$ cat src/rtl/core/ght_pkg.sv
// ----------------------------------------------------------------------------
// Generational handle table package
// Field widths, request/response codes, queued op and slot entry types.
// ----------------------------------------------------------------------------
`default_nettype none

package ght_pkg;

  localparam int KIND_W   = 2;
  localparam int HANDLE_W = 31;
  localparam int SLOT_W   = 10;
  localparam int CODE_W   = 2;
  localparam int RUNS_W   = 32;

  localparam int QUEUE_DEPTH = 2;
  localparam int Q_PTR_W     = $clog2(QUEUE_DEPTH);
  localparam int Q_CNT_W     = $clog2(QUEUE_DEPTH + 1);

  typedef enum logic [KIND_W-1:0] {
    KIND_ALLOC  = 2'd0,
    KIND_FREE   = 2'd1,
    KIND_LOOKUP = 2'd2,
    KIND_RUN    = 2'd3
  } kind_t;

  typedef enum logic [CODE_W-1:0] {
    CODE_OK         = 2'd0,
    CODE_NO_SLOT    = 2'd1,
    CODE_BAD_HANDLE = 2'd2
  } code_t;

  typedef enum logic [1:0] {
    BK_CLEAR,
    BK_IDLE,
    BK_POP,
    BK_EXEC
  } back_state_t;

  // classified request as it sits in the queue
  typedef struct packed {
    kind_t                kind;
    logic [HANDLE_W-1:0]  handle;
    logic [HANDLE_W-1:0]  parent;
    logic [SLOT_W-1:0]    slot;
    logic                 check;
    logic                 bad_slot;
    logic                 handle_zero;
  } op_t;

  // one slot table entry; live clear means free
  typedef struct packed {
    logic                 live;
    logic [HANDLE_W-1:0]  handle;
    logic [HANDLE_W-1:0]  parent;
    logic [RUNS_W-1:0]    runs;
  } slot_word_t;

endpackage

`default_nettype wire

$ cat src/rtl/core/ght_chan_if.sv
// ----------------------------------------------------------------------------
// Generational handle table channels
// Valid/ready request and response channels with their payload fields.
// ----------------------------------------------------------------------------
`default_nettype none

interface ght_req_if;
  logic                           valid;
  logic                           ready;
  ght_pkg::kind_t                 kind;
  logic [ght_pkg::HANDLE_W-1:0]   handle;
  logic [ght_pkg::HANDLE_W-1:0]   parent_handle;
  logic [ght_pkg::SLOT_W-1:0]     slot;
  logic                           check_permission;

  modport source (
    output valid, kind, handle, parent_handle, slot, check_permission,
    input  ready
  );
  modport sink (
    input  valid, kind, handle, parent_handle, slot, check_permission,
    output ready
  );
endinterface


`default_nettype wire

$ cat src/rtl/core/ght_front.sv
// ----------------------------------------------------------------------------
// Generational handle table front end
// Accepts requests, classifies them and holds them in a short queue.
// ----------------------------------------------------------------------------
`default_nettype none

module ght_front #(
  parameter int NUM_SLOTS = 1024
) (
  input  logic          clk,
  input  logic          rst,
  ght_req_if.sink       req,
  output logic          op_valid,
  output ght_pkg::op_t  op,
  input  logic          op_pop
);

  ght_pkg::op_t                  q [ght_pkg::QUEUE_DEPTH];
  ght_pkg::op_t                  cls;
  logic [ght_pkg::Q_PTR_W-1:0]   wptr;
  logic [ght_pkg::Q_PTR_W-1:0]   rptr;
  logic [ght_pkg::Q_CNT_W-1:0]   count;
  logic                          push;
  logic                          pop;

  always_comb begin
    cls.kind        = req.kind;
    cls.handle      = req.handle;
    cls.parent      = req.parent_handle;
    cls.slot        = req.slot;
    cls.check       = req.check_permission;
    cls.bad_slot    = (32'(req.slot) >= 32'(NUM_SLOTS));
    cls.handle_zero = (req.handle == '0);
  end

  assign req.ready = (count != ght_pkg::Q_CNT_W'(ght_pkg::QUEUE_DEPTH));
  assign push      = req.valid && req.ready;
  assign pop       = op_pop && op_valid;
  assign op_valid  = (count != '0);
  assign op        = q[rptr];

  always_ff @(posedge clk) begin
    if (push) begin
      q[wptr] <= cls;
    end
  end

  always_ff @(posedge clk) begin
    if (rst) begin
      wptr  <= '0;
      rptr  <= '0;
      count <= '0;
    end else begin
      if (push) begin
        wptr <= wptr + 1'b1;
      end
      if (pop) begin
        rptr <= rptr + 1'b1;
      end
      case ({push, pop})
        2'b10:   count <= count + 1'b1;
        2'b01:   count <= count - 1'b1;
        default: count <= count;
      endcase
    end
  end

endmodule

`default_nettype wire

$ cat src/flat_wrapper.sv
// flat-port wrapper written by rule: the top's interface ports become plain ports
module ght_front_flat 
#(
  parameter int NUM_SLOTS = 1024
)
  (clk, rst, op_valid, op, op_pop, req_valid, req_kind, req_handle, req_parent_handle, req_slot, req_check_permission, req_ready);
  ght_req_if req_i ();
  input  logic clk;
  input  logic rst;
  output logic op_valid;
  output ght_pkg::op_t op;
  input  logic op_pop;
  input wire logic [$bits(req_i.valid)-1:0] req_valid;
  input wire logic [$bits(req_i.kind)-1:0] req_kind;
  input wire logic [$bits(req_i.handle)-1:0] req_handle;
  input wire logic [$bits(req_i.parent_handle)-1:0] req_parent_handle;
  input wire logic [$bits(req_i.slot)-1:0] req_slot;
  input wire logic [$bits(req_i.check_permission)-1:0] req_check_permission;
  output wire logic [$bits(req_i.ready)-1:0] req_ready;
  assign req_i.valid = req_valid;
  assign req_i.kind = req_kind;
  assign req_i.handle = req_handle;
  assign req_i.parent_handle = req_parent_handle;
  assign req_i.slot = req_slot;
  assign req_i.check_permission = req_check_permission;
  assign req_ready = req_i.ready;
  ght_front #(.NUM_SLOTS(NUM_SLOTS)) u_core (.clk(clk), .rst(rst), .req(req_i), .op_valid(op_valid), .op(op), .op_pop(op_pop));
endmodule
$ cat config.mk
export PLATFORM = sky130hd
export DESIGN_NAME = ght_front_flat
export DESIGN_NICKNAME = d
export VERILOG_FILES = /design/src/rtl/core/ght_pkg.sv /design/src/rtl/core/ght_chan_if.sv /design/src/rtl/core/ght_front.sv /design/src/flat_wrapper.sv
export SDC_FILE = /design/constraint.sdc
export NUM_CORES = 1
export LEC_CHECK = 0
export BUFFER_PORTS_ARGS = -buffer_cell sky130_fd_sc_hd__buf_2
export CORE_MARGIN = 2
export CORE_UTILIZATION = 52
export CTS_CLUSTER_SIZE = 20
export DETAILED_ROUTE_END_ITERATION = 10
export PLACE_DENSITY_LB_ADDON = 0.15
export SYNTH_ARGS = -nofsm -noshare
export SYNTH_HDL_FRONTEND = slang
export SYNTH_SLANG_ARGS = --single-unit
$ cat constraint.sdc
create_clock -name clk -period 3.8 [get_ports clk]
set_input_delay 0.57 -clock clk [delete_from_list [all_inputs] [get_ports clk]]
set_output_delay 0.57 -clock clk [all_outputs]
set_load 0.01 [all_outputs]
# == Word-level counts from Yosys, hierarchy flattened ==
# Memory sizes are Yosys's and may differ from the RTL's. A register that Yosys moved wholly into a read port is not among the register bits.
# Index checks and enable logic that the tools add are counted.
# totals
regBits,4
ram_bits,152
in_bits,79
output_inout_bits,79
elab_cells,21
memories,1
# memory_table
name,words,word_bits,rd,rd_clocked_by_memory_dff,write_ports,line_no,text
u_core.q,2,76,1,1,1,ght_front.sv:18,ght_pkg::op_t q [ght_pkg::QUEUE_DEPTH];
# classes
n_addsub,4
n_eq_ne,3
n_mux,5
n_reduce_logical,5
# op_table
operator,count
$logic_not 31->1,1
$mux 1,4
$pmux 2 s2,1
$reduce_bool 2->1,2
$add 1x1->1 const B,2
$add 2x1->2 const B,1
$eq 2x1->1 const B,1
$eq 2x2->1 const B,1
$logic_and 1x1->1,2
$ne 2x2->1 const B,1
$sub 2x1->2 const B,1

# == Logic depth before layout (Yosys ltp) ==
# logic_depth
word_depth,4
ltp_mapped,6
mapped_depth_nobuf,6

# == Least setup slack after synthesis ==
# No wires, ideal clock.
# synth_path
path_type,reg2reg
from,register u_core.count[0] (netlist bit)
to,"memory u_core.q[1][0] (netlist bit), enable pin"
setup_ns,0.443
arrival_ns,2.478
t_required_ns,3.357
setup_slack_ns,0.879
path_stages_with_launch,3
n_path_buf,0
period_less_slack_ns,2.921
path_cell_list,dfxtp_1 nand2b_1 and3_1
# synth_between
elab_chain_len,4
# synth_lines
item,line_no,text
start: declaration,ght_front.sv:22,logic [ght_pkg::Q_CNT_W-1:0] count;
start signal: assignment,ght_front.sv:61,2'b10: count <= count + 1'b1;
start signal: assignment,ght_front.sv:62,2'b01: count <= count - 1'b1;
start signal: assignment,ght_front.sv:63,default: count <= count;
$ne 2x2->1,ght_front.sv:36,assign req.ready = (count != ght_pkg::Q_CNT_W'(ght_pkg::QUEUE_DEPTH));
via req_ready,flat_wrapper.sv:19,output wire logic [$bits(req_i.ready)-1:0] req_ready;
$logic_and 1x1->1,ght_front.sv:37,assign push = req.valid && req.ready;
$mux 1,ght_front.sv:43,if (push) begin
$mux 1 (implied by the code),ght_front.sv:44,q[wptr] <= cls;
end: declaration,ght_front.sv:18,
# The timed path passes the listed nets, and every way through them passes these cells.

==> run_results.csv <==
group,metric,value,unit
power_and_ir_drop,powerDensity,713,nW/um^2
worst_setup_path,crit_family,"flip-flops",
placed_design,hpwlAfterDp,6510,um
clock_tree,clock_latency,0.51,ns
timing,setup-tns-final,0,ns
drt,drc,0,
floorplan,core_area,10800,um^2
power_and_ir_drop,leakagePower,2.72,nW
drt,wl,10300,um
grt,grt_start_max_net_pins,77,
power_and_ir_drop,seqPwrFrac,0.455,
floorplan,io_pins,158,
worst_setup_path,critPathCaptureType,"primary output",
worst_setup_path,r2r_slack,1.71,ns
timing,drv_slew,0,
clock_tree,cts_hold_buffers,0,
worst_setup_path,cp_data_arrival_time,2.18,ns
grt,first_global_vias,3030,
timing,relSlewSlack,0.294,
clock_tree,clk_pin_slew,0.06,ns
power_and_ir_drop,p_sw,0.00133,W
timing,max_slew.worst_pin.slew,1.06,ns
floorplan,dieWidth,109,um
worst_setup_path,crit_buf_inv,1,
timing,fin_crit,2.75,ns
worst_setup_path,slowest_delay,1.01,ns
worst_setup_path,crit_path_cell_trace,"mux2_2 > buf_2",
placed_design,port-buffer-count,156,
outcome,status,"complete, no violations",
floorplan,start_util,0.532,
grt,grt_overflow_total,0,
power_and_ir_drop,ir_drop,0.655,mV
power_and_ir_drop,clockPowerShare,0.335,
clock_tree,cts-root-buf,"clkbuf_8",
synthesis,netlist_area,5770,um^2
timing,fmax,363,MHz
floorplan,rows,38,
placed_design,dp.cells,561,
synthesis,syn-num-nets,353,
power_and_ir_drop,power_frac_comb,0.210,
grt,grt_use_total,0.175,
clock_tree,cts_made_buffers,17,
drt,wl_per_cell,17.3,um
synthesis,syn_inst,273,
job,maxCapViolations,0,
layout,finish.net_count,520,
drt,post_drt_via_cell_ratio,5.10,
layout,area_growth,26.8,%
timing,rsz0062_at_grt,"false",
clock_tree,cts_sinks,157,
drt,detail-route-antenna-nets,0,
layout,fin_util,0.675,
worst_setup_path,path_class,"reg2out",
worst_setup_path,slowest_stage,"dfxtp_4",
grt,grt_pass1_wl,14900,um
placed_design,place.gp.congestion,0.725,
grt,antenna_found_initial,0,
power_and_ir_drop,power,0.00522,W
clock_tree,ctsHtreeMaxLevel,4,
synthesis,ys_ff_latch,157,
layout,final_cells,593,
worst_setup_path,crit_fanout,76,
synthesis,synth.distinct_cells,24,
clock_tree,post-cts-setup-buffer-count,0,
timing,period_share,0.724,
hold_path,min-delay-start,"req_slot[3]",
worst_setup_path,timing.rr.start,"u_core.count[0]$_SDFFE_PP0P_",
worst_setup_path,cp.required,3.23,ns
timing,setup_viol,0,
drt,via_count,3023,
hold_path,hold_path.class,"in2reg",
worst_setup_path,start_kind,"flop",
power_and_ir_drop,p_int,0.00389,W
floorplan,die_area,12000,um^2
layout,drive_gt1_frac,0.589,
synthesis,syn_avg_cell_area,21.1,um^2
timing,finClkSkew,0.00707,ns
timing,hold_slack,0.240,ns
floorplan,dieHeight,109,um
drt,dr.pass1.iters,5,
clock_tree,cts_resized,0,
timing,hold_viol,0,
drt,drtIter0Drc,95,
power_and_ir_drop,sw_frac_of_total,0.255,
synthesis,ys_seq_area_frac,0.809,
layout,antenna_cells,0,
synthesis,ys.warnings.count,0,
clock_tree,tritoncts,"done",
clock_tree,clk_path_buf_depth,2,
## synthesized netlist by cell type
cell      instances  area, um^2
edfxtp_1        152        4560
xnor2_1           2        17.5
a21bo_2           1        10.0
and3_1            1        6.26
buf_2             4        20.0
nor3_1            1        5.00
ha_1              1        12.5
buf_4             5        37.5
o21a_1            1        7.51
nand2_1           1        3.75
nand4_1           2        12.5
mux2_2           76         856
or2_2             1        6.26
nand3b_1          1        7.51
xor2_1            1        8.76
o21ai_0           1        5.00
conb_1            1        3.75
inv_1             1        3.75
nand2b_1          1        6.26
nor2_1            4        15.0
a21oi_1           2        10.0
nor4_1            7        43.8
or3_1             1        6.26
dfxtp_1           5         100
## cell families after synthesis
group | count (synthesis) | synth area share
flip-flops | 157 | 0.809
multiplexers | 76 | 0.148
AND/OR/NAND/NOR | 20 | 0.0195
buffers and inverters | 10 | 0.0106
AO/OA/AOI/OAI | 5 | 0.00564
XOR/XNOR | 3 | 0.00456
adder cells (fa/ha/maj) | 1 | 0.00217
other | 1 | 0.000650
## flip-flops by register name, summed over array words and instances, names as in the netlist, named ones only
signal	flops
u_core.q	152
u_core.count	2
u_core.rptr	1
u_core.wptr	1
## power groups by stage
stage	registers, W	clock network, W	logic [W]
after floorplan	0.00228	0	0.000795
after global placement	0.00240	0	0.00111
after detailed placement	0.00241	0	0.00111
after CTS	0.00238	0.00179	0.00112
after global routing	0.00240	0.00186	0.00119
final	0.00237	0.00175	0.00110
## metal layers
metal | GRT usage | part of all wire
met4 | 0.0759 | 0.013
met2 | 0.284 | 0.52
met1 | 0.209 | 0.41
met5 | 0 | 0
met3 | 0.0658 | 0.066
## per-stage QoR
step	area, um^2	setup WS, ns
after floorplan	5770	0.879
after global placement	6700	1.57
after detailed placement	6700	1.58
after CTS	7320	1.01
after global routing	7320	0.922
final	7320	1.05
## area by class of cell
class	count	area [um^2]
Clock buffer	20	425
Clock inverter	12	194
Fill cell	769	3520
Inverter	1	5.00
Multi-Input combinational cell	106	1050
Sequential cell	157	4670
Tap cell	140	175
Timing Repair Buffer	157	801
## cell usage in the layout (no fill, tap or decap), types with 2 or more instances in the layout
master / count
a21oi_1: 2
buf_2: 156
bufinv_16: 5
clkbuf_1: 3
clkbuf_16: 16
clkinv_2: 5
clkinvlp_4: 2
dfxtp_1: 4
edfxtp_1: 152
mux2_2: 76
nand4_1: 2
nor2_1: 4
nor4_1: 7
xnor2_1: 2
## worst register-to-register path, delay by kind of cell (launching register included)
kind,cells,cell delay (ns)
flip-flops,1,0.36
AND/OR/NAND/NOR,2,0.38
buffers and inverters,2,1.06
## final timing paths
| kind | cells after the start | to |
|---|---|---|
| worst min-delay path | 1 | u_core.q[1][5]$_DFFE_PP_ |
| worst min register to register | 2 | u_core.count[1]$_SDFFE_PP0P_ |
| worst max-delay path | 2 | op[76] |
| worst max register to register | 4 | u_core.q[0][44]$_DFFE_PP_ |
Power figures use the tool's default switching activity.
